==> src/sv/fwva_pkg.sv <==
// Package for the flagged weighted visibility averager.
// Holds shared constants, op codes and the front-to-back command struct.
// No dependencies.
`default_nettype none
package fwva_pkg;
  localparam int NUM_ANT_DEF  = 16;
  localparam int NUM_CHAN_DEF = 64;
  localparam int NUM_CORR_DEF = 4;

  localparam logic [1:0] OP_CLEAR = 2'd0;
  localparam logic [1:0] OP_ACC   = 2'd1;
  localparam logic [1:0] OP_READ  = 2'd2;

  localparam logic [1:0] MODE_BASE = 2'd0;
  localparam logic [1:0] MODE_ONE  = 2'd1;
  localparam logic [1:0] MODE_ANT  = 2'd2;

  localparam logic [1:0] REG_MODE   = 2'd0;
  localparam logic [1:0] REG_SWAP_A = 2'd1;
  localparam logic [1:0] REG_SWAP_B = 2'd2;

  // Kinds of work that the back part carries out.
  localparam logic [1:0] K_CLEAR = 2'd0;
  localparam logic [1:0] K_ACC   = 2'd1;
  localparam logic [1:0] K_READ  = 2'd2;
  localparam logic [1:0] K_ZERO  = 2'd3;

  // Bins, channels and correlations are carried at maximum widths; the back
  // part folds them into an address with its own parameters.
  typedef struct packed {
    logic [1:0]         kind;
    logic               dual;      // per-antenna: second cell update present
    logic [11:0]        bin_i;
    logic [11:0]        bin_j;
    logic [11:0]        chan;
    logic [1:0]         corr;
    logic [1:0]         corr_j;    // swapped correlation for second antenna
    logic               flagged;
    logic [15:0]        weight;
    logic signed [15:0] vr;
    logic signed [15:0] vi;
  } cmd_t;
endpackage
`default_nettype wire

==> src/sv/fwva_front.sv <==
// Front part: register file, decode and bin selection of input words.
// Depends on fwva_pkg.
`default_nettype none
module fwva_front #(
  parameter int NUM_ANT  = fwva_pkg::NUM_ANT_DEF,
  parameter int NUM_CHAN = fwva_pkg::NUM_CHAN_DEF,
  parameter int NUM_CORR = fwva_pkg::NUM_CORR_DEF
) (
  input  wire logic         clk,
  input  wire logic         rst_n,
  input  wire logic         cfg_we,
  input  wire logic [1:0]   cfg_idx,
  input  wire logic [1:0]   cfg_val,
  output logic [5:0]        cfg_regs,
  input  wire logic         in_valid,
  output logic              in_ready,
  input  wire logic [1:0]   op,
  input  wire logic [3:0]   ant1,
  input  wire logic [3:0]   ant2,
  input  wire logic [5:0]   chan,
  input  wire logic [1:0]   corr,
  input  wire logic         flg,
  input  wire logic [15:0]  wgt,
  input  wire logic [15:0]  vr,
  input  wire logic [15:0]  vi,
  input  wire logic [7:0]   rbin,
  output logic              q_push,
  output fwva_pkg::cmd_t    q_cmd,
  input  wire logic         q_full
);
  localparam int NUM_BINS = NUM_ANT * (NUM_ANT + 1) / 2;
  logic [1:0] mode_r, swa_r, swb_r;
  logic ok_cc, ok_ant;
  logic [11:0] tri_bin, a1, a2;
  logic [1:0] sc;

  always_ff @(posedge clk) begin
    if (!rst_n) begin
      mode_r <= '0; swa_r <= '0; swb_r <= '0;
    end else if (cfg_we) begin
      case (cfg_idx)
        fwva_pkg::REG_MODE:   mode_r <= cfg_val;
        fwva_pkg::REG_SWAP_A: swa_r  <= cfg_val;
        fwva_pkg::REG_SWAP_B: swb_r  <= cfg_val;
        default: ;
      endcase
    end
  end
  assign cfg_regs = {swb_r, swa_r, mode_r};

  assign a1 = {8'd0, ant1};
  assign a2 = {8'd0, ant2};
  assign ok_cc  = (32'(chan) < NUM_CHAN) && (32'(corr) < NUM_CORR);
  assign ok_ant = (32'(ant1) < NUM_ANT) && (32'(ant2) < NUM_ANT);
  // Triangular baseline index; the product is narrow (antenna below 16).
  assign tri_bin = 12'(NUM_ANT) * a1 - 12'((a1 * (a1 + 12'd1)) >> 1) + a2;

  always_comb begin
    sc = corr;
    if (swa_r != swb_r && 32'(swa_r) < NUM_CORR && 32'(swb_r) < NUM_CORR) begin
      if (corr == swa_r) sc = swb_r;
      else if (corr == swb_r) sc = swa_r;
    end
  end

  assign in_ready = !q_full;

  always_comb begin
    q_cmd = '0;
    q_push = 1'b0;
    q_cmd.chan = {6'd0, chan};
    q_cmd.corr = corr;
    q_cmd.corr_j = sc;
    q_cmd.flagged = flg;
    q_cmd.weight = wgt;
    q_cmd.vr = vr;
    q_cmd.vi = vi;
    if (in_valid && in_ready) begin
      case (op)
        fwva_pkg::OP_CLEAR: begin
          q_push = 1'b1;
          q_cmd.kind = fwva_pkg::K_CLEAR;
        end
        fwva_pkg::OP_ACC: begin
          q_cmd.kind = fwva_pkg::K_ACC;
          if (ok_cc) begin
            case (mode_r)
              fwva_pkg::MODE_ONE: begin
                q_push = 1'b1;
                q_cmd.bin_i = '0;
              end
              fwva_pkg::MODE_ANT: begin
                q_push = ok_ant;
                q_cmd.dual = 1'b1;
                q_cmd.bin_i = a1;
                q_cmd.bin_j = a2;
              end
              default: begin
                q_push = ok_ant && (ant2 >= ant1);
                q_cmd.bin_i = tri_bin;
              end
            endcase
          end
        end
        fwva_pkg::OP_READ: begin
          q_push = 1'b1;
          q_cmd.bin_i = {4'd0, rbin};
          q_cmd.kind = (ok_cc && 32'(rbin) < NUM_BINS) ? fwva_pkg::K_READ
                                                         : fwva_pkg::K_ZERO;
        end
        default: ;
      endcase
    end
  end
endmodule
`default_nettype wire

==> config.mk <==
export PLATFORM = sky130hd
export DESIGN_NAME = fwva_front
export DESIGN_NICKNAME = d
export VERILOG_FILES = /design/src/sv/fwva_pkg.sv /design/src/sv/fwva_front.sv
export SDC_FILE = /design/constraint.sdc
export NUM_CORES = 1
export LEC_CHECK = 0
export ABC_CLOCK_PERIOD_IN_PS = 10100
export BUFFER_PORTS_ARGS = -buffer_cell sky130_fd_sc_hd__buf_2
export CORE_MARGIN = 3
export CORE_UTILIZATION = 46
export CTS_CLUSTER_SIZE = 14
export DETAILED_ROUTE_END_ITERATION = 7
export PLACE_DENSITY_LB_ADDON = 0.12
export SETUP_SLACK_MARGIN = 0.2
export SLEW_MARGIN = 20
export SYNTH_ARGS = -nofsm -noshare
export SYNTH_HDL_FRONTEND = slang
export SYNTH_SLANG_ARGS = --single-unit
==> constraint.sdc <==
create_clock -name clk -period 10.1 [get_ports clk]
set_input_delay 1.01 -clock clk [delete_from_list [all_inputs] [get_ports clk]]
set_output_delay 1.01 -clock clk [all_outputs]
set_load 0.05 [all_outputs]
Yosys cells after proc, flatten, opt, wreduce, memory -nomap -nowiden
Cells that the tools add are included.
{"block": "op_classes", "add_sub_neg": 3, "multipliers": 1, "n_lt_le_gt_ge": 2, "eq_ne": 9, "n_mux": 15, "reduce_logical": 9}
{"operator": "$pmux W12 S2", "count": 2}
{"operator": "$mux W27", "count": 1}
{"operator": "$mux W12", "count": 1}
{"operator": "$add A9 B5 Y10", "count": 1}
{"operator": "$mul A4 B5 Y9", "count": 1}
{"operator": "$sub A8 B8 Y9", "count": 1}
{"operator": "$lt A8 B8 Y1 const B", "count": 1}
{"operator": "$eq A2 B1 Y1 const B", "count": 3}
{"operator": "$eq A2 B2 Y1 const B", "count": 3}
{"operator": "$mux W2", "count": 3}
{"operator": "$reduce_and A2 Y1", "count": 3}
{"operator": "$add A4 B1 Y5 const B", "count": 1}
{"operator": "$mux W1", "count": 5}
{"operator": "$eq A2 B2 Y1", "count": 2}
{"operator": "$ge A4 B4 Y1", "count": 1}
{"operator": "$logic_not A2 Y1", "count": 2}
{"operator": "$mux W4", "count": 1}
{"operator": "$pmux W2 S2", "count": 1}
{"operator": "$reduce_or A2 Y1", "count": 2}
{"operator": "$ne A2 B2 Y1", "count": 1}
{"operator": "$pmux W1 S2", "count": 1}
{"operator": "$logic_and A1 B1 Y1", "count": 1}
{"operator": "$logic_not A1 Y1", "count": 1}
{"block": "word_totals", "reg_bits": 6, "wordCells": 42}

Logic depth before layout (Yosys ltp)
Gate-level depths: netlist (run 1).
{"block": "logic_depth", "word_depth": 7, "depth_mapped": 20}

Worst setup path before layout (run 1)
No wires, ideal clock.
{"block": "synth_timing", "path_type": "input to output", "startpoint": "input port ant1[0]", "endpoint": "output port q_cmd[87] (netlist name)", "arrival_ps": 6328, "required_ps": 9090, "path_slack_ps": 2762, "path_stages": 18, "path_buffers": 2, "cell_sequence": "ha_1 -> inv_1 -> ha_1 -> nand2b_1 -> fa_1 -> inv_1 -> fa_1 -> fa_1 -> or3b_1 -> buf_6 -> and2_1 -> ha_1 -> o21ai_0 -> nor2_1 -> o221a_4 -> maj3_2 -> nor4_2 -> buf_4"}
{"item": "from (decl)", "line": "fwva_front.sv:18", "text": "input wire logic [3:0] ant1,"}
{"item": "to (decl)", "line": "fwva_front.sv:28", "text": "output fwva_pkg::cmd_t q_cmd,"}

==> results.toml, run 1 <==
[status]
outcome = "completed"

[placed_design]
dpl_cell_area_mm2 = 0.00239
place_ws_ps = 3050
dp_hpwl_um = 5410
place_congestion = 0.837
numPortBuffers = 59

[timing]
worst_clock_skew_ps = 0
slew_violations = 0
tns_ps = 0
fin_crit_sh_pct = 70.5
finalWorstSetupSlack_ps = 2980
max_freq_mhz = 140
whs_ps = 579
hold_violations = 0
period_needed_ps = 7120
finalSetupViolCount = 0
rsz0062_at_grt = "false"

[critical_path]
crit_type = "input pin to output pin"
crit_arrival_ps = 6110
worstSetupEndpointType = "output pin"
cp.required_ps = 9090
startpoint_type = "input pin"
path_max_fanout = 8

[clock_tree]
cts_root_buf = "clkbuf_8"
ctsHtreeMaxLevel = 1
cts.clk_slew.worst_paths_ps = 40
clk_latency_ps = 220
clock_sinks = 6
cts_max_path_buffers = 2
cts_setup_buffers = 0
cts_tree = "done"
postCtsHoldBufs = 0
postCtsResizedCells = 0
cts_buffers = 3

[yosys]
syn_area_per_cell_um2 = 7.69
ys_warn_count = 0
synthArstFlopShare_pct = 0
seq_area_frac_synth_pct = 4.72
netlist_instances = 331
synth_cell_types = 57
synth_seq_cells = 6
ys.flop_type = "dfxtp_1"
synthesis.area_mm2 = 0.00254
synth_edf_count = 0

[pwr]
powerDensity_mw_per_mm2 = 117
ir_drop_mv = 0.0672
leakage_nw = 1.25

[die]
die-width_um = 80.4
core_area_mm2 = 0.00524
rows = 26
die_h_um = 80.4
io_pins = 184
initial_core_util_pct = 48.6
die_area_mm2 = 0.00646

[cells_and_area]
nNetsFinal = 453
insertedDiodeCount = 0
postLayoutCellArea_mm2 = 0.00243
area_delta_synth_final_pct = -4.57
drive_gt1_share_pct = 22.2
utilization_pct = 46.4

[run]
maxCapViolCount = 0

[global_routing]
grt_overflow_total = 0
grt_pass1_vias = 1903
grt_pass1_wl_um = 9810
track_usage_pct = 19.2
grt_antenna_before_repair = 0
grt_max_degree = 15

[routing]
drt-pass1-iter-count = 4
avgViaCountPerCell = 5.46
wl_per_cell_um = 16.1
drt_iter0_drc = 118
drc = 0
dr_total_vias = 2152
ant_nets = 0
wirelength_um = 6360

[worst_hold_path]
hp-class = "flip-flop to flip-flop"
[final cells by class]
type | instances | area (um^2)
fillers | 556 | 2810
multi-input cells | 230 | 1790
repair buffers | 59 | 295
flip-flops and latches | 6 | 120
inverters | 26 | 97.6
well taps | 70 | 87.6
clock buffers | 3 | 41.3
[layer usage]
metal / track usage, % / vias up / part of all wire, %
met4: 7.09 / 0 / 2.9
li1: - / 1047 / -
met3: 2.35 / 22 / 8.1
met1: 27.1 / 986 / 45
met5: 0 / - / 0
met2: 29.5 / 97 / 44
[worst max-delay path, stage by stage]
cell       delay, ps
buf_2            160
ha_1             200
inv_1            110
ha_1             270
nand2b_1         170
fa_1             480
inv_1             50
fa_1             520
fa_1             530
or3b_1           520
and2_1           200
ha_1             340
o21ai_0          100
nor2_1           210
o22ai_1          140
xor2_1           170
a2111oi_0        490
a311o_1          190
buf_2            260
[flip-flops by register name, indices dropped and copies added, names as in the netlist]
signal and count:
swa_r 2, mode_r 2, swb_r 2
[per-stage QoR]
step / cells / power (W)
floorplan: 344 / 0.000266
detailed placement: 391 / 0.000245
global placement: 391 / 0.000248
finish: 394 / 0.000283
CTS: 394 / 0.000283
global route: 394 / 0.000310
[cell usage in the layout (no fill, tap or decap), types with 9 or more instances in the layout]
| master | count |
|---|---|
| conb_1 | 14 |
| nand3_1 | 10 |
| nand2_1 | 12 |
| nor2_1 | 26 |
| nor2b_1 | 9 |
| o21ai_0 | 11 |
| buf_2 | 59 |
| and2_1 | 10 |
| a21oi_1 | 9 |
| ha_1 | 36 |
| inv_1 | 26 |
[cell usage after synthesis (3+ instances only)]
cell	count	area, um^2
a211oi_1	5	37.5
a21o_1	3	22.5
a21oi_1	9	45.0
a222oi_1	3	30.0
and2_1	10	62.6
buf_4	73	548
clkbuf_1	8	30.0
dfxtp_1	6	120
fa_1	7	140
ha_1	36	450
inv_1	26	97.6
mux2i_1	5	50.1
nand2_1	12	45.0
nand2b_1	6	37.5
nand3_1	10	50.1
nor2_1	26	97.6
nor2b_1	9	56.3
nor3_1	5	25.0
o21ai_0	11	55.1
xnor2_1	4	35.0
xor2_1	5	43.8
[power by group]
part           internal (W)  total (W)  switching (W)
clock network     0.0000256  0.0000362      0.0000106
logic             0.0000828   0.000221       0.000138
registers         0.0000247  0.0000264     0.00000174
[logic make-up after synthesis]
family	synth area share, %
other	0.147
buffers and inverters	27.0
xor gates and xnor gates	4.62
and+or+nand+nor	20.7
muxes	1.97
DFF	4.72
adders and majority gates	24.1
AOI/OAI and AO/OA	16.8
[final timing paths]
check | start | endpoint | slack [ps] | depth (start not counted)
max | ant1[0] | q_cmd[82] | 2980 | 19
min | mode_r[1] | mode_r[1] | 580 | 2
max reg2reg | swa_r[0] | swa_r[0] | 9240 | 2
min reg2reg | mode_r[1] | mode_r[1] | 580 | 2
Note: power is estimated with default switching activity, not from simulation.
==> inputs of run 2 (changes only) <==
Settings changed: ABC_CLOCK_PERIOD_IN_PS 10100 to 5740, CORE_UTILIZATION 46 to 38.
Clock period 10.1 ns to 5.74 ns, I/O delays scaled along.
==> run 2 against run 1 <==
- global-route usage shrank 2.8 points
- largest power group unchanged
- non-clock buffer count grew 31
- highest routed layer unchanged
- utilization down 0.47 points
==> results.toml, run 2 (same netlist as run 1, synthesis figures left out) <==
[global_routing]
grt_pass1_vias = 2033
grt_max_degree = 15
track_usage_pct = 16.4
grt_pass1_wl_um = 10100
grt_overflow_total = 0
grt_antenna_before_repair = 0

[die]
die_h_um = 87.8
initial_core_util_pct = 39.6
die_area_mm2 = 0.00771
core_area_mm2 = 0.00642
rows = 29
die-width_um = 87.8
io_pins = 184

[cells_and_area]
drive_gt1_share_pct = 37.5
insertedDiodeCount = 0
regArea_um2 = 120
reg_top3 = "mode_r x2, swa_r x2, swb_r x2"
instances_no_fill = 432
multiInputGateArea_mm2 = 0.00199
fill_cells = 652
final_common_cell = "buf_2"
area_delta_synth_final_pct = 15.8
layout_common_cells = "buf_2 (50), buf_4 (31), ha_1 (29)"
nNetsFinal = 484
postLayoutCellArea_mm2 = 0.00295

[clock_tree]
cts_root_buf = "clkbuf_8"
postCtsHoldBufs = 0
ctsHtreeMaxLevel = 1
cts.clk_slew.worst_paths_ps = 30
cts_buffers = 3
clk_latency_ps = 220
cts_tree = "done"
cts_max_path_buffers = 2
clock_sinks = 6

[timing]
rsz0062_at_grt = "true"
finalSetupViolCount = 0
hold_violations = 0
finalWorstSetupSlack_ps = 161
relSlewSlack_pct = 64.8
tightest_slew_ps = 527
period_needed_ps = 5580
max_freq_mhz = 179
worst_clock_skew_ps = 0
slew_violations = 0
fin_crit_sh_pct = 97.2
tns_ps = 0

[pwr]
sw_frac_of_total_pct = 47.9
p_int_w = 0.000336
pwr-share-seq_pct = 7.2
power_frac_comb_pct = 83.2
leakage_nw = 1.45
powerDensity_mw_per_mm2 = 219
p_total_w = 0.000645
p_sw_w = 0.000309
ir_drop_mv = 0.0950
power_frac_clock_pct = 9.6

[routing]
wl_per_cell_um = 15.8
avgViaCountPerCell = 5.16
drc = 0
wirelength_um = 6840
drt_iter0_drc = 61
drt-pass1-iter-count = 5
dr_total_vias = 2231
ant_nets = 0

[critical_path]
worstSetupEndpointType = "output pin"
worstSetupStartpoint = "ant1[0]"
reg2reg_from = "swa_r[0]"
path_max_fanout = 5
cp.required_ps = 5170
crit_type = "input pin to output pin"
crit_arrival_ps = 5000
startpoint_type = "input pin"

[placed_design]
numPortBuffers = 59
dpl_cell_area_mm2 = 0.00263
place_inst = 420
place_ws_ps = -75.3
place_congestion = 0.893
dp_hpwl_um = 5770

[status]
outcome = "completed"

[run]
maxCapViolCount = 0

[worst_hold_path]
hp-class = "flip-flop to flip-flop"
hp-start = "mode_r[1]"
run 2: what timing repair did:
action | 4_1_cts | 5_1_grt
setup endpoints to repair | 7 | 7
resized for setup | 22 | 28
gates cloned | 0 | 0
pin swaps | 13 | 20
endpoints found under the hold margin | 0 | 0
setup buffers | 2 | 7
run 2: layer usage:
layer	global-route usage [%]	share of wire [%]
met5	0	0
met4	3.21	1.1
met3	1.98	7.1
met2	28.3	49
met1	21.9	43
run 2: through the flow:
| step | hold slack, ps | utilization (%) |
|---|---|---|
| floorplan | 702 | - |
| global placement | 569 | 41.0 |
| detailed placement | 570 | 41.0 |
| CTS | 576 | 42.9 |
| global route | 599 | 45.9 |
| finish | 566 | 45.9 |
run 2: critical path: stages:
cell,delay [ps]
buf_6,110
ha_4,150
inv_4,50
ha_4,190
nand2b_4,130
fa_1,470
inv_1,50
fa_1,560
fa_2,460
or3b_4,410
and2_4,160
ha_4,260
o21ai_2,140
nor2_2,70
o221a_4,270
maj3_2,330
nor4_4,390
buf_6,220
run 2: area by class of cell:
class                   instances  area share (%)
inverters                      26            3.40
well taps                      77            3.27
flip-flops and latches          6            4.07
clock buffers                   3            1.40
multi-input cells             230            67.6
repair buffers                 90            20.2
run 2: worst paths after layout:
kind	end	slack [ps]	cells past startpoint
worst max register to register	swa_r[0]	4860	2
worst max-delay path	q_cmd[88]	160	18
worst min register to register	mode_r[1]	570	2
worst min-delay path	mode_r[1]	570	2
run 2: power groups by stage:
stage	logic, W	registers (W)	clock network [W]
4_1_cts	0.000447	0.0000465	0.0000654
2_1_floorplan	0.000430	0.0000498	0
3_5_place_dp	0.000433	0.0000471	0
5_1_grt	0.000588	0.0000469	0.0000661
3_3_place_gp	0.000435	0.0000473	0
6_report	0.000536	0.0000465	0.0000619
==> inputs of run 3 (changes only) <==
Settings changed: CORE_UTILIZATION 38 to 30, CTS_BUF_LIST set to sky130_fd_sc_hd__clkbuf_4.
==> run 3 against run 2 <==
- sequential cell count did not move
- power fell by 8.7%
- critical endpoint unchanged
- largest cell class unchanged
- utilization fell by 9.7 points
==> results.toml, run 3 (same netlist as run 1, synthesis figures left out) <==
[routing]
drc = 0
wl_met2_um = 3400
dr_total_vias = 2220
m1WireLength_um = 3110
ant_nets = 0
highest_layer = "met4"
avgViaCountPerCell = 4.90
wl_per_cell_um = 15.7
met3WireLength_um = 449
drt_iter0_drc = 67
drt-pass1-iter-count = 4
wirelength_um = 7130

[die]
io_pins = 184
core_area_mm2 = 0.00797
rows = 32
initial_core_util_pct = 31.9
die_h_um = 98.1
die_area_mm2 = 0.00962
die-width_um = 98.1

[critical_path]
reg2reg_from = "swa_r[0]"
r2r_slack_ps = 4860
cp.required_ps = 5170
worstSetupEndpointType = "output pin"
crit_type = "input pin to output pin"
startpoint_type = "input pin"
r2r_end = "swa_r[0]"
crit_arrival_ps = 4920
worstSetupStartpoint = "ant1[1]"
rr_worst_depth = 2
path_max_fanout = 5

[cells_and_area]
insertedDiodeCount = 0
layout_common_cells = "buf_2 (50), ha_1 (31), buf_4 (27)"
utilization_pct = 36.2
area_delta_synth_final_pct = 13.3
nNetsFinal = 480
reg_top3 = "mode_r x2, swa_r x2, swb_r x2"
instances_no_fill = 453
drive_gt1_share_pct = 35.6
final_common_cell = "buf_2"

[placed_design]
place_congestion = 0.764
numPortBuffers = 59
place_inst = 448
place_ws_ps = -43.3
dp_hpwl_um = 6060

[run]
maxCapViolCount = 0

[timing]
period_needed_ps = 5490
rsz0062_at_grt = "true"
relSlewSlack_pct = 60.4
tightest_slew_ps = 592
finalWorstSetupSlack_ps = 246
slew_violations = 0
hold_violations = 0
worst_clock_skew_ps = 0
fin_crit_sh_pct = 95.7
max_freq_mhz = 182
finalSetupViolCount = 0

[status]
outcome = "completed"

[worst_hold_path]
whs_path_depth = 2
hp-start = "mode_r[1]"
holdPathEnd = "mode_r[1]"
hp-class = "flip-flop to flip-flop"

[clock_tree]
clk_latency_ps = 240
ctsHtreeMaxLevel = 1
cts_tree = "done"
cts.clk_slew.worst_paths_ps = 40
cts_max_path_buffers = 2
cts_root_buf = "clkbuf_4"
cts_buffers = 3
clock_sinks = 6

[pwr]
powerDensity_mw_per_mm2 = 204
leakage_nw = 1.41
ir_drop_mv = 0.0623

[global_routing]
grt_overflow_total = 0
grt_antenna_before_repair = 0
grt_max_degree = 15
track_usage_pct = 14.5
grt_pass1_wl_um = 11500
grt_pass1_vias = 2191
==> run 3: cell count changes in the layout (fill, tap and decap cells not counted), sizes merged <==
cell  previous run  this run
buf             90        86
==> run 3: critical path, cell delays in order <==
cell and delay, ps:
buf_12 110, ha_4 150, inv_4 50, ha_4 190
nand2b_4 130, fa_1 490, inv_2 40, fa_1 550
fa_1 440, or3b_4 400, and2_1 170, ha_4 180
a211oi_2 210, nor2_2 90, o221a_4 270, maj3_2 330
nor4_4 320, buf_6 210
==> run 3: worst max path at each step <==
| stage | end | slack [ps] | cells after the start |
|---|---|---|---|
| 2_1_floorplan | q_cmd[87] | -210 | 18 |
| 3_3_place_gp | q_cmd[82] | -2 | 19 |
| 3_5_place_dp | q_cmd[87] | -40 | 18 |
| 4_1_cts | q_cmd[87] | 200 | 18 |
| 5_1_grt | q_cmd[83] | 70 | 19 |
| 6_report | q_cmd[88] | 250 | 18 |
==> run 3: cell type report <==
type | count | area, um^2
Clock buffer | 3 | 22.5
Fill cell | 881 | 5080
Inverter | 26 | 100
Multi-Input combinational cell | 230 | 1950
Sequential cell | 6 | 120
Tap cell | 102 | 128
Timing Repair Buffer | 86 | 563
==> run 3: timing repair <==
item                       in CTS  in global routing
gates cloned                    0                  0
setup endpoints to repair       7                  7
setup buffers                   0                  2
gates resized for setup        20                 21
hold endpoints to repair        0                  0
pin swaps                      12                  7
hold buffers                    0                  0
==> run 3: per-stage QoR <==
step | area (um^2) | hold WS [ps] | setup TNS, ps | power (W)
floorplan | 2670 | 702 | -426 | 0.000480
global placement | 2680 | 580 | -2.34 | 0.000501
detailed placement | 2680 | 585 | -170 | 0.000498
CTS | 2770 | 591 | 0 | 0.000550
global route | 2880 | 609 | 0 | 0.000647
finish | 2880 | 578 | 0 | 0.000588
==> run 3: layer usage <==
| layer | GRT usage [%] | vias up |
|---|---|---|
| met3 | 1.86 | 29 |
| met4 | 5.32 | 0 |
| met1 | 18.9 | 1011 |
| met5 | 0 | - |
| met2 | 24.3 | 76 |
| li1 | - | 1104 |
==> run 3: power by group <==
group	internal, W	switching, W	total (W)
logic	0.000221	0.000283	0.000504
clock network	0.0000236	0.0000144	0.0000380
registers	0.0000433	0.00000331	0.0000466
