<file path="src/sv/fwva_pkg.sv">
// Package for the flagged weighted visibility averager.
// Holds shared constants, op codes and the front-to-back command struct.
// No dependencies.
`default_nettype none
package fwva_pkg;
  localparam int NUM_ANT_DEF  = 16;
  localparam int NUM_CHAN_DEF = 64;
  localparam int NUM_CORR_DEF = 4;

  localparam logic [1:0] OP_CLEAR = 2'd0;
  localparam logic [1:0] OP_ACC   = 2'd1;
  localparam logic [1:0] OP_READ  = 2'd2;

  localparam logic [1:0] MODE_BASE = 2'd0;
  localparam logic [1:0] MODE_ONE  = 2'd1;
  localparam logic [1:0] MODE_ANT  = 2'd2;

  localparam logic [1:0] REG_MODE   = 2'd0;
  localparam logic [1:0] REG_SWAP_A = 2'd1;
  localparam logic [1:0] REG_SWAP_B = 2'd2;

  // Kinds of work that the back part carries out.
  localparam logic [1:0] K_CLEAR = 2'd0;
  localparam logic [1:0] K_ACC   = 2'd1;
  localparam logic [1:0] K_READ  = 2'd2;
  localparam logic [1:0] K_ZERO  = 2'd3;

  // Bins, channels and correlations are carried at maximum widths; the back
  // part folds them into an address with its own parameters.
  typedef struct packed {
    logic [1:0]         kind;
    logic               dual;      // per-antenna: second cell update present
    logic [11:0]        bin_i;
    logic [11:0]        bin_j;
    logic [11:0]        chan;
    logic [1:0]         corr;
    logic [1:0]         corr_j;    // swapped correlation for second antenna
    logic               flagged;
    logic [15:0]        weight;
    logic signed [15:0] vr;
    logic signed [15:0] vi;
  } cmd_t;
endpackage
`default_nettype wire

</file>
<file path="src/sv/fwva_queue.sv">
// Two-entry queue between the front and the back parts.
// Depends on fwva_pkg.
`default_nettype none
module fwva_queue (
  input  wire logic        clk,
  input  wire logic        rst_n,
  input  wire logic        push,
  input  wire fwva_pkg::cmd_t din,
  output logic             full,
  output logic             valid,
  output fwva_pkg::cmd_t   dout,
  input  wire logic        pop
);
  fwva_pkg::cmd_t mem_r [2];
  logic wp_r, rp_r;
  logic [1:0] cnt_r;

  always_ff @(posedge clk) begin
    if (!rst_n) begin
      wp_r <= 1'b0; rp_r <= 1'b0; cnt_r <= '0;
    end else begin
      if (push) wp_r <= ~wp_r;
      if (pop) rp_r <= ~rp_r;
      cnt_r <= cnt_r + 2'(push) - 2'(pop);
    end
    if (push) mem_r[wp_r] <= din;
  end
  assign full = cnt_r == 2'd2;
  assign valid = cnt_r != 2'd0;
  assign dout = mem_r[rp_r];
endmodule
`default_nettype wire

</file>
<file path="config.mk">
export PLATFORM = sky130hd
export DESIGN_NAME = fwva_queue
export DESIGN_NICKNAME = d
export VERILOG_FILES = /design/src/sv/fwva_pkg.sv /design/src/sv/fwva_queue.sv
export SDC_FILE = /design/constraint.sdc
export NUM_CORES = 1
export LEC_CHECK = 0
export BUFFER_PORTS_ARGS = -buffer_cell sky130_fd_sc_hd__buf_4
export CAP_MARGIN = 30
export CORE_MARGIN = 2
export CORE_UTILIZATION = 25
export CTS_CLUSTER_SIZE = 10
export DETAILED_ROUTE_END_ITERATION = 12
export PLACE_DENSITY_LB_ADDON = 0.05
export SLEW_MARGIN = 30
export SYNTH_ARGS = -nofsm -noshare
export SYNTH_HDL_FRONTEND = slang
export SYNTH_SLANG_ARGS = --single-unit
export TNS_END_PERCENT = 50
</file>
<file path="constraint.sdc">
create_clock -name clk -period 8.2 [get_ports clk]
set_clock_uncertainty 0.05 [all_clocks]
set_input_delay 1.64 -clock clk [delete_from_list [all_inputs] [get_ports clk]]
set_output_delay 1.64 -clock clk [all_outputs]
set_load 0.05 [all_outputs]
</file>
== Word-level counts from Yosys, hierarchy flattened ==
Memories as Yosys holds them, arrays and structs flattened. A register that Yosys moved wholly into a read port is not among the register bits.
Index checks and enable logic that the tools add are counted.

* Output and inout bits: 94
* Bits in registers: 4
* Word-level logic and storage cells: 14
* RAM bits: 184
* Memories kept: 1
* Input port bits: 96

{| class="wikitable"
|+ Memories
! name !! depth !! width !! rd ports !! clocked after memory_dff !! wr ports !! line !! text
|-
| mem_r || 2 || 92 || 1 || 1 || 1 || fwva_queue.sv:14 || <nowiki>fwva_pkg::cmd_t mem_r [2];</nowiki>
|}

* Eq/ne operators: 1
* Bitwise operators: 2
* Add/subtract/negate cells: 2
* Mux-type cells: 4
* Reduce and logical (&&, ||, !) cells: 1

{| class="wikitable"
|+ Operator list
! cell !! number
|-
| two-way mux 1 bit || 4
|-
| adder 2 x 1 -> 2 bit || 1
|-
| == test 2 bit, second input constant || 1
|-
| NOT 1 bit || 2
|-
| nonzero test 2 bit || 1
|-
| subtractor 2 x 1 -> 2 bit || 1
|}

== Logic depth before layout (Yosys ltp) ==
Gate-level depths: netlist (run 1).

* Word-level depth: 3
* Depth in mapped cells: 6
* Gate-level depth less buffers: 6

== Least setup slack after synthesis (run 1) ==
OpenSTA, ideal clock, no wires.

* Path kind: input to register
* Start: in push
* End: mem mem_r[0][0] (netlist name) (enable)
* Path buffers: 0
* Setup time: 0.555 ns
* Setup slack: 1.914 ns
* Data required time: 7.595 ns
* Cell stages on the path: 1
* Arrival: 5.681 ns
* Cell sequence: nor2b_1

* Longest elaborated chain between the ends: 2

{| class="wikitable"
|+ RTL lines
! item !! line !! text
|-
| start: declaration || fwva_queue.sv:7 || <nowiki>input wire logic push,</nowiki>
|-
| two-way mux 1 bit || fwva_queue.sv:26 || <nowiki>if (push) mem_r[wp_r] <= din;</nowiki>
|-
| two-way mux 1 bit (implied by the code) || fwva_queue.sv:26 ||
|-
| end: declaration || fwva_queue.sv:14 ||
|}

Every way passes these cells.

==> results of run 1 <==
==> flip-flops by register name (all words and copies together) (netlist names), named ones only <==
register  cells
rp_r          1
mem_r       184
wp_r          1
cnt_r         2
==> synth_stat cells (all sizes together) <==
| cell type | count | area share |
|---|---|---|
| edfxtp | 184 | 0.76 |
| dfxtp | 5 | 0.014 |
| and2 | 4 | 0.0034 |
| buf | 10 | 0.024 |
| nor2b | 4 | 0.0034 |
| xor2 | 1 | 0.0012 |
| inv | 2 | 0.0010 |
| or2 | 1 | 0.00086 |
| o21a | 1 | 0.0010 |
| ha | 2 | 0.0034 |
| mux2 | 92 | 0.18 |
| xnor3 | 1 | 0.0031 |
==> per-stage QoR <==
step	hold WS (ns)	cell area, µm²	worst slack, ns	total power (W)
after global placement	0.508	9030	3.99	0.00161
after floorplan	0.505	7270	1.91	0.00148
after detailed placement	0.516	9030	3.98	0.00161
after global routing	0.557	9720	3.68	0.00262
final	0.528	9720	3.84	0.00252
after CTS	0.534	9690	3.51	0.00256
==> metal layers <==
layer / up-vias / track usage / routed length [µm]
met2: 109 / 0.161 / 7400
met1: 1730 / 0.121 / 6430
met5: - / 0 / 0
li1: 1616 / - / -
met3: 14 / 0.0308 / 821
met4: 0 / 0.0389 / 220
==> power by group through the flow <==
stage | Sequential (W) | Clock (W) | Combinational (W)
after floorplan | 0.00115 | 0 | 0.000330
after global placement | 0.00116 | 0 | 0.000443
after detailed placement | 0.00117 | 0 | 0.000445
after CTS | 0.00114 | 0.000975 | 0.000446
after global routing | 0.00114 | 0.00101 | 0.000471
final | 0.00113 | 0.000937 | 0.000447
==> worst reg2reg max path: stages, from the launching register on <==
cell	delay, ns
sky130_fd_sc_hd__dfxtp_1	0.38
sky130_fd_sc_hd__and2_4	0.52
sky130_fd_sc_hd__buf_4	0.80
==> path summary, 6_finish.rpt <==
path / depth (start not counted) / slack, ns / startpoint / end
worst max-delay path: 4 / 3.84 / flop / dout[91]
worst min-delay path: 2 / 0.53 / rp_r / flop
worst max register to register: 2 / 6.05 / wp_r / mem_r[1][64]
worst min register to register: 2 / 0.53 / rp_r / flop
==> layout make-up <==
class / instances / share of cell area
sequential: 189 / 0.579
tap: 384 / 0.0494
clock inverter: 12 / 0.0239
inverter: 2 / 0.000772
multi-input combinational: 106 / 0.151
clock buffer: 18 / 0.0441
timing repair buffer: 194 / 0.152
==> logic make-up (layout without fill, tap and decap cells) <==
group,Yosys count,after routing,share of synthesized area
AOI/OAI and AO/OA,1,1,0.00103
xor gates and xnor gates,2,2,0.00431
adders and majority gates,2,2,0.00344
buffers and inverters,12,226,0.0253
DFF,189,189,0.774
muxes,92,92,0.184
and+or+nand+nor,9,9,0.00775
==> results.md, run 1 <==
Critical path:
- The slowest library cell on the worst path is sky130_fd_sc_hd__buf_4.
- The kind of start point of the critical path is a flop.
- Grouping stages by cell kind, the critical path spends the most delay in buffers and inverters.
- By instance count, the cell type seen most on the critical path is sky130_fd_sc_hd__buf_4.
- The critical path goes through buf_16, buf_4, mux2_2, buf_4.
- The count of buffering cells on the critical path with inverters included is 3.
- STA classifies the critical path endpoint as an output port.
- Data on the critical path is required at its endpoint by 6.51 ns.
- For the worst setup path, the data arrival time is 2.67 ns.
- The category of the critical setup timing path is flop to output port.
- In this run the worst path has a maximum fanout of 43.
- In this design, the stage delay of the slowest critical-path cell is 0.67 ns.

CTS:
- The tree is rooted in a sky130_fd_sc_hd__clkbuf_16.
- TritonCTS built the clock tree.
- The buffer levels on the longest clock path is 2.
- The clock-pin transition on the worst setup and hold timing paths is 0.06 ns.
- The clock tree synthesis step divided the H-tree into 4 levels.
- After clock tree synthesis, the repair step resized 0 gates.
- The total clock buffers created by CTS is 17.
- The total of hold buffers inserted after clock tree synthesis is 0.
- The clock latency of the later-clocked register in the worst-skew pair is 0.41 ns.
- The number of setup buffers added after CTS is 0.
- The clock sink total is 189.

Layout:
- The share of final-layout standard cells stronger than drive strength 1 is 0.612.
- Fill cells in the final layout number 2771.
- Summing all flip-flop and latch instances after layout gives 5630 µm².
- Leaving out fill and tap cells, the most frequent cells in the layout are sky130_fd_sc_hd__buf_4 (193), sky130_fd_sc_hd__edfxtp_1 (184), sky130_fd_sc_hd__mux2_4 (80), sky130_fd_sc_hd__clkbuf_16 (17), sky130_fd_sc_hd__mux2_2 (12).
- Once layout is complete, the cells apart from fillers number 905.
- The library cell used most frequently in the layout, excluding fill and tap cells, is sky130_fd_sc_hd__buf_4.
- The layout net count is 608.
- The repair_antennas step left the layout with diodes totalling 0.
- The multi-input logic area is 1470 µm².
- Measured on the finished design, the core utilization comes to 0.340.
- Compared with the post-synthesis result, the final layout area differs by 33.8%.

Synth:
- The number of distinct library cells after synthesis is 15.
- The cell area after synthesis is 7270 µm².
- The mean cell area of the mapped netlist is 23.7 µm².
- Synthesis handed over a netlist of 307 instances.
- The register area share after synthesis is 0.774.
- The number of nets handed over by synthesis was 405.
- Yosys printed 0 warnings.
- Synthesis inferred 189 register bits.

STA:
- Setup repair after global routing left no endpoint under its margin.
- The transition time at the pin with the least slew margin is 0.857 ns.
- The number of max-slew violations in the final report is 0.
- Setup total negative slack on the finished layout was measured at 0 ns.
- The worst-case headroom to the max-slew limit is 0.429.
- The worst path needs 4.36 ns of the cycle, external delays included.
- Of the available clock period, the critical path in the final layout requires 0.531.
- The number of hold violations in the final report is 0.
- Based on the critical path, the design can be clocked at up to 229 MHz.
- The total of endpoints with negative setup slack in the final report is 0.

Pwr:
- The share of total power dissipated in sequential elements is 0.450.
- The net switching share of the total power is 0.259.
- The power density of the placed cells is 259 nW/µm².
- The peak supply drop is 0.112 mV.
- The combinational cell fraction of total power is 0.178.
- The standby leakage power is 3.74 nW.
- The cell-internal power is 0.00187 W.
- Of the total power, the clock network draws 0.372.
- Summed over all nets, the switching power comes to 0.000652 W.

Outcome:
- The run finished with clean final reports.

Detailed routing:
- The number of remaining DRC errors is 0.
- The number of nets with antenna violations after routing is 0.
- Summing over every cut layer, the via total after detailed routing is 3469.
- The average wire per cell in the routed design is 16.4 µm.
- The number of optimization iterations in the first detailed-route pass is 4.
- For this block, the initial DRC count from the detailed router was 177.
- The number of vias per cell after detailed routing is 3.83.
- The total wire length is 14.9 mm.

Die:
- The number of ports placed on the die boundary is 190.
- The effective utilization at floorplan is 0.254.
- In this run the vertical extent of the chip is 174 µm.
- The die covers 30400 µm².
- The cell row count is 62.
- The area of the core is 28600 µm².
- The x dimension of the die is 174 µm.

Global route:
- The total routing resource utilization after global routing is 0.0984.
- The initial antenna violation count is 0.
- The number of global-route vias before repair is 3704.
- Summed over all layers, the global routing overflow is 0.
- The first global-routing pass estimated 22.0 mm of wire.
- Entering global routing, the biggest net connects 57 pins.

Placement:
- The wire-length estimate of the detail-placed layout is 9.52 mm.
- The routability congestion estimate from global placement is 0.691.
- Port buffering added 189 buffers.
- Once placement completed, the tool counted placed cells totaling 874.

Flow run:
- Across the run, the number of max-cap violations was 0.

Hold path:
- The tightest min-delay check is of the flop to flop type.
Note: power is estimated with default switching activity, not from simulation.
==> inputs of run 2 (changes only) <==
==> constraint.sdc (replaced) <==
create_clock -name clk -period 3.6 [get_ports clk]
set_clock_uncertainty 0.05 [all_clocks]
set_input_delay 0.72 -clock clk [delete_from_list [all_inputs] [get_ports clk]]
set_output_delay 0.72 -clock clk [all_outputs]
set_load 0.05 [all_outputs]
==> run 2 against run 1 <==
Effect of this change: die area did not move; wire length grew 0.67%; worst hold slack lost 0.099 ns; non-clock buffer count stayed put; critical path type unchanged; critical endpoint is now dout[6]; largest power group unchanged.
==> results.md, run 2 (synthesized netlist as in run 1, its figures left out) <==
Global route:
- The met1 track demand over resource is 0.116 (-0.00459).
- The number of global-route vias before repair is 3839 (+3.6%).
- The initial antenna violation count is 0 (unchanged).
- met2 is the most crowded layer.
- The largest net degree at the start of global routing came to 68 (+19%).
- The global-route wire length before repair is 22.4 mm (+1.8%).
- The global-route track usage on met3 is 0.0311 (+0.000219).
- The global-route congestion overflow total is 0 (unchanged).
- The total routing resource utilization after global routing is 0.0987 (+0.000349).
- The met2 track demand over resource in global routing is 0.168 (+0.00645).

Detailed routing:
- The total wire length is 15.0 mm (+0.67%).
- The number of nets with antenna violations after routing came to 0 (unchanged).
- The detailed router's first-iteration violation count is 153 (-14%).
- The vias after detailed routing came to 3480 (+0.32%).
- The number of optimization iterations in the first detailed-route pass is 3 (-1).
- The number of vias per cell after detailed routing is 3.84 (+0.21%).
- The number of remaining DRC errors is 0 (unchanged).
- The average wire per cell in the routed design is 16.5 µm (+0.56%).

Die:
- The effective utilization at floorplan is 0.254 (unchanged).
- The x dimension of the die is 174 µm (unchanged).
- The number of ports placed on the die boundary was 190 (unchanged).
- The area of the core is 28600 µm² (unchanged).
- The die height came to 174 µm (unchanged).
- The die area came to 30400 µm² (unchanged).
- The cell row count is 62 (unchanged).

STA:
- The total of endpoints with negative setup slack in the final report is 0 (unchanged).
- The fmax is 355 MHz.
- The portion of the clock cycle consumed by the worst path in the final layout is 0.784.
- Setup repair after global routing left no endpoint under its margin.
- The number of max-slew violations in the final report is 0 (unchanged).
- The sum of negative setup slack came to 0 ns (unchanged).
- The number of hold violations in the final report is 0 (unchanged).
- For the finished layout, the period the worst path requires is 2.82 ns.
- The worst-case headroom to the max-slew limit is 0.638 (+0.209).
- The worst hold slack came to 0.429 ns (-0.0990 ns).
- The transition time at the pin with the least slew margin is 0.543 ns (-0.314 ns).

Flow run:
- The count of max-cap constraint violations was 0 (unchanged).

Layout:
- The final core area utilization is 0.337 (-0.00227).
- Leaving out fill and tap cells, the most frequent cell in the layout is sky130_fd_sc_hd__buf_4.
- The area taken by flip-flops and latches is 5630 µm² (unchanged).
- The number of flip-flops in the largest register is 184 (unchanged).
- The multi-input logic area is 1470 µm² (unchanged).
- mem_r holds more flip-flops than any other register.
- The cell area after layout is 9660 µm² (-0.67%).
- Leaving out fill and tap cells, the most frequent cells in the layout are sky130_fd_sc_hd__buf_4 (190), sky130_fd_sc_hd__edfxtp_1 (184), sky130_fd_sc_hd__mux2_4 (80), sky130_fd_sc_hd__clkbuf_16 (17), sky130_fd_sc_hd__mux2_2 (12).
- The layout net count is 608 (unchanged).
- The share of final-layout standard cells stronger than drive strength 1 was 0.611 (-0.00117).
- The largest registers in the layout are mem_r (184), cnt_r (2).
- The number of filler instances in the final layout is 2759 (-0.43%).
- The number of antenna repair diodes is 0 (unchanged).
- The area overhead of the layout relative to synthesis is 32.9%.

CTS:
- The buffer levels on the longest clock path is 2 (unchanged).
- The clock sink total is 189 (unchanged).
- The number of H-tree branching levels is 4 (unchanged).
- The clock-pin transition on the worst setup and hold timing paths is 0.07 ns (about the same).
- The total of hold buffers inserted after clock tree synthesis is 0 (unchanged).
- Clock tree synthesis selected as its root buffer the cell sky130_fd_sc_hd__clkbuf_16.
- The post-cts gate resize count came to 0 (unchanged).
- The clock latency of the later-clocked register in the worst-skew pair is 0.42 ns (about the same).
- TritonCTS built the clock tree.
- The number of setup buffers added after CTS was 0 (unchanged).
- The total clock buffers created by CTS is 17 (unchanged).

Critical path:
- The worst endpoint data arrival time is 2.05 ns (-0.62 ns).
- The required time of the critical path is 2.83 ns (-3.68 ns).
- The kind of start point of the critical path is a flop.
- The longest individual stage delay on the worst path is 0.69 ns (+0.02 ns).
- The endpoint type of the worst setup path is an output port.
- Walking the worst path, the cells encountered are buf_12, mux2_2, buf_4.
- The largest driver fanout on the critical path is 31 (-28%).
- The slowest library cell on the worst path is sky130_fd_sc_hd__dfxtp_4.
- The critical path is of the flop to output port type.

Hold path:
- The worst hold path class is input port to flop.

Pwr:
- The peak supply drop was 0.210 mV (+87%).
- The standby leakage power is 3.71 nW (-0.97%).
- The power consumption is 0.00543 W (+120%).
- The power density of the placed cells is 563 nW/µm² (+120%).

Outcome:
- The run finished with clean final reports.

Placement:
- The estimated wirelength of the detail-placed design is 9.59 mm (+0.72%).
- The area of placed instances is 9090 µm² (+0.64%).
- The count of input and output buffers is 189 (unchanged).
- The routability congestion estimate from global placement was 0.665 (-3.7%).
-- run 2: cell types whose count changed in the layout (fill, tap and decap cells not counted), sizes merged --
cell,change
clkinv,+4
bufinv,-5
clkbuf,+1
inv,+1
-- run 2: final cells by class --
| cell class | instances | area share |
|---|---|---|
| sequential | 189 | 0.583 |
| timing repair buffer | 194 | 0.156 |
| multi-input combinational | 106 | 0.152 |
| tap | 384 | 0.0498 |
| clock buffer | 19 | 0.0448 |
| clock inverter | 12 | 0.0139 |
| inverter | 2 | 0.000777 |
-- run 2: critical path: cells and delay by family, from the launching register on --
kind,cells,cell delay [ns]
buffers and inverters,2,0.52
muxes,1,0.37
DFF,1,0.69
-- run 2: where the power goes --
group / switching [W] / internal, W / total [W]
Clock: 0.000851 / 0.000977 / 0.00183
Sequential: 0.0000455 / 0.00254 / 0.00259
Combinational: 0.000618 / 0.000401 / 0.00102
-- run 2: metal layers --
layer	vias to the layer above	part of all wire
met3	10	0.059
met5	-	0
met4	0	0.012
li1	1616	-
met2	102	0.50
met1	1752	0.43
-- run 2: per-stage QoR --
stage	std cells	setup slack, ns
6_report	906	0.779
5_1_grt	906	0.674
4_1_cts	906	0.710
3_5_place_dp	875	1.18
3_3_place_gp	875	1.19
2_1_floorplan	307	0.247
-- run 2: path summary, 6_finish.rpt --
path	startpoint	end	slack [ns]	cells past startpoint
max	flop	dout[6]	0.78	3
min	din[59]	mem_r[0][59]	0.43	1
max reg2reg	wp_r	mem_r[1][44]	1.91	2
min reg2reg	rp_r	flop	0.52	2
==> inputs of run 3 (changes only) <==
==> constraint.sdc (replaced) <==
create_clock -name clk -period 2.6 [get_ports clk]
set_clock_uncertainty 0.05 [all_clocks]
set_input_delay 0.52 -clock clk [delete_from_list [all_inputs] [get_ports clk]]
set_output_delay 0.52 -clock clk [all_outputs]
set_load 0.05 [all_outputs]
==> run 3 against run 2 <==
Effect of this change: sequential power is 37% higher; core utilization is 0.087 points higher; wire length hardly changed; non-clock buffer count rose by 3; final area increased by 0.26%; flip-flop and latch count unchanged; die area did not move; register-to-register slack lost 0.89 ns; via count decreased by 0.11%; worst setup slack got worse by 0.54 ns; count of clock-buffer cells in the layout up 1; critical endpoint is now dout[78]; largest cell class unchanged.
==> results.md, run 3 (synthesized netlist as in run 1, its figures left out) <==
Hold path:
- The cell depth of the worst min-delay path is 1 (unchanged).
- The path with the worst hold slack has its endpoint at mem_r[1][18].
- The worst hold path class is input port to flop.
- The hold path startpoint is din[18].

Critical path:
- The largest driver fanout on the critical path is 38 (+23%).
- The worst register-to-register path begins at wp_r.
- The count of buffering cells on the critical path with inverters included is 2 (unchanged).
- The required time of the critical path is 2.03 ns (-0.80 ns).
- The kind of cell adding the most delay to the critical path is buffers and inverters.
- The slowest library cell on the worst path is sky130_fd_sc_hd__dfxtp_4.
- The kind of start point of the critical path is a flop.
- The longest individual stage delay on the worst path is 0.47 ns (-0.22 ns).
- Traced cell by cell, the critical path runs through buf_12, mux2_4, buf_4.
- The slack of the worst reg-to-reg path is 1.02 ns (-0.89 ns).
- The depth of the worst register-to-register path is 2 (unchanged).
- In this run the critical register-to-register path is captured at mem_r[1][44].
- The worst setup path is of the flop to output port kind.
- The worst setup path is captured at an output port.
- The worst endpoint data arrival time was 1.79 ns (-0.26 ns).

Detailed routing:
- The number of nets with antenna violations after routing is 0 (unchanged).
- The vias after detailed routing came to 3476 (-0.11%).
- The number of optimization iterations in the first detailed-route pass came to 4 (+1).
- The total wire length is 15.0 mm (about the same).
- The number of vias per cell after detailed routing came to 3.82 (-0.55%).
- The detailed router's first-iteration violation count is 162 (+5.9%).
- The average wire per cell in the routed design is 16.4 µm (-0.51%).
- The number of remaining DRC errors is 0 (unchanged).

Pwr:
- The power density of the placed cells was 768 nW/µm² (+37%).
- The power consumption is 0.00744 W (+37%).
- The standby leakage power is 3.71 nW (about the same).
- The peak supply drop came to 0.304 mV (+45%).

STA:
- Derived from the worst setup path, the maximum achievable clock frequency is 423 MHz.
- The number of max-slew violations in the final report was 0 (unchanged).
- The sum of negative setup slack is 0 ns (unchanged).
- The worst-case headroom to the max-slew limit came to 0.722 (+0.0838).
- The total of endpoints with negative setup slack in the final report is 0 (unchanged).
- Setup repair after global routing left no endpoint under its margin.
- The smallest clock period supported by the final layout is computed as 2.36 ns.
- The number of hold violations in the final report is 0 (unchanged).
- The portion of the clock cycle consumed by the worst path in the final layout is 0.909.
- The transition time at the pin with the least slew margin was 0.417 ns (-0.126 ns).

Global route:
- The total routing resource utilization after global routing was 0.0991 (+0.000409).
- The global-route wire length before repair is 22.3 mm (-0.40%).
- The largest net degree at the start of global routing is 43 (-37%).
- The number of global-route vias before repair came to 3828 (-0.29%).
- The initial antenna violation count is 0 (unchanged).
- The global-route congestion overflow total is 0 (unchanged).

Outcome:
- The flow ran to the end, and the final reports show no timing, DRC or antenna violations.

CTS:
- The clock latency of the later-clocked register in the worst-skew pair is 0.42 ns (about the same).
- The cell at the root of the clock tree is sky130_fd_sc_hd__clkbuf_16.
- The total clock buffers created by CTS is 17 (unchanged).
- The number of setup buffers added after CTS was 0 (unchanged).
- The clock-pin transition on the worst setup and hold timing paths is 0.08 ns (about the same).
- The number of H-tree branching levels came to 4 (unchanged).
- TritonCTS built the clock tree.
- The post-cts gate resize count is 0 (unchanged).
- The total of hold buffers inserted after clock tree synthesis is 0 (unchanged).
- The buffer levels on the longest clock path came to 2 (unchanged).
- The clock sink total is 189 (unchanged).

Layout:
- The library cell used most frequently in the layout, excluding fill and tap cells, is sky130_fd_sc_hd__buf_4.
- The number of filler instances in the final layout is 2795 (+1.3%).
- The register with the highest flop count is mem_r.
- In the final layout, the registers with the most flip-flops are mem_r (184), cnt_r (2).
- The multi-input logic area is 1470 µm² (unchanged).
- The area taken by flip-flops and latches is 5630 µm² (unchanged).
- The share of final-layout standard cells stronger than drive strength 1 came to 0.612 (+0.00106).
- The top cell types in the final layout, fill and taps aside, are sky130_fd_sc_hd__buf_4 (191), sky130_fd_sc_hd__edfxtp_1 (184), sky130_fd_sc_hd__mux2_4 (80), sky130_fd_sc_hd__clkbuf_16 (17), sky130_fd_sc_hd__mux2_2 (12).
- The area overhead of the layout relative to synthesis is 33.3%.
- The layout net count is 611 (+0.49%).
- The number of flip-flops in the largest register is 184 (unchanged).
- The number of antenna repair diodes came to 0 (unchanged).
- The cell area after layout is 9680 µm² (+0.26%).

Die:
- The cell row count is 62 (unchanged).
- The die area is 30400 µm² (unchanged).
- The effective utilization at floorplan is 0.254 (unchanged).
- The die height came to 174 µm (unchanged).
- The area of the core came to 28600 µm² (unchanged).
- The number of ports placed on the die boundary was 190 (unchanged).
- The x dimension of the die is 174 µm (unchanged).

Placement:
- The area of placed instances was 9140 µm² (+0.52%).
- The count of input and output buffers came to 189 (unchanged).
- The estimated wirelength of the detail-placed design is 9.75 mm (+1.6%).
- The routability congestion estimate from global placement came to 0.674 (+1.3%).

Flow run:
- The count of max-cap constraint violations is 0 (unchanged).
-- run 3: cell type report --
class,instances,area share
multi-input combinational,106,0.151
clock buffer,20,0.0451
sequential,189,0.581
tap,384,0.0496
clock inverter,12,0.0111
timing repair buffer,197,0.161
inverter,2,0.000775
-- run 3: metrics by stage --
step | setup slack, ns | cells | util | hold slack (ns)
after CTS | 0.192 | 910 | 0.338 | 0.198
after global routing | 0.155 | 910 | 0.338 | 0.195
final | 0.237 | 910 | 0.338 | 0.224
after global placement | 0.671 | 878 | 0.319 | 0.521
after floorplan | -0.553 | 307 | - | 0.505
after detailed placement | 0.659 | 878 | 0.319 | 0.525
-- run 3: worst reg2reg max path, stage by stage (launching register included) --
cell	delay (ns)
sky130_fd_sc_hd__dfxtp_1	0.39
sky130_fd_sc_hd__and2_4	0.44
sky130_fd_sc_hd__buf_12	0.35
-- run 3: metal layers --
layer	share of wire	track usage	vias up
met1	0.43	0.118	1739
met2	0.49	0.167	110
met5	0	0	-
met3	0.063	0.0374	8
li1	-	-	1619
met4	0.0076	0.0294	0
-- run 3: worst max path at each step --
stage	depth (start not counted)	slack, ns	start	endpoint
finish	3	0.24	flop	dout[78]
detailed placement	3	0.66	flop	dout[78]
global route	3	0.15	flop	dout[78]
floorplan	1	-0.55	push	mem_r[1][0]
global placement	3	0.67	flop	dout[78]
CTS	3	0.19	flop	dout[78]
-- run 3: report_power, final --
group / switching, W / internal, W
Clock: 0.00118 / 0.00126
Combinational: 0.000873 / 0.000564
Sequential: 0.0000467 / 0.00352
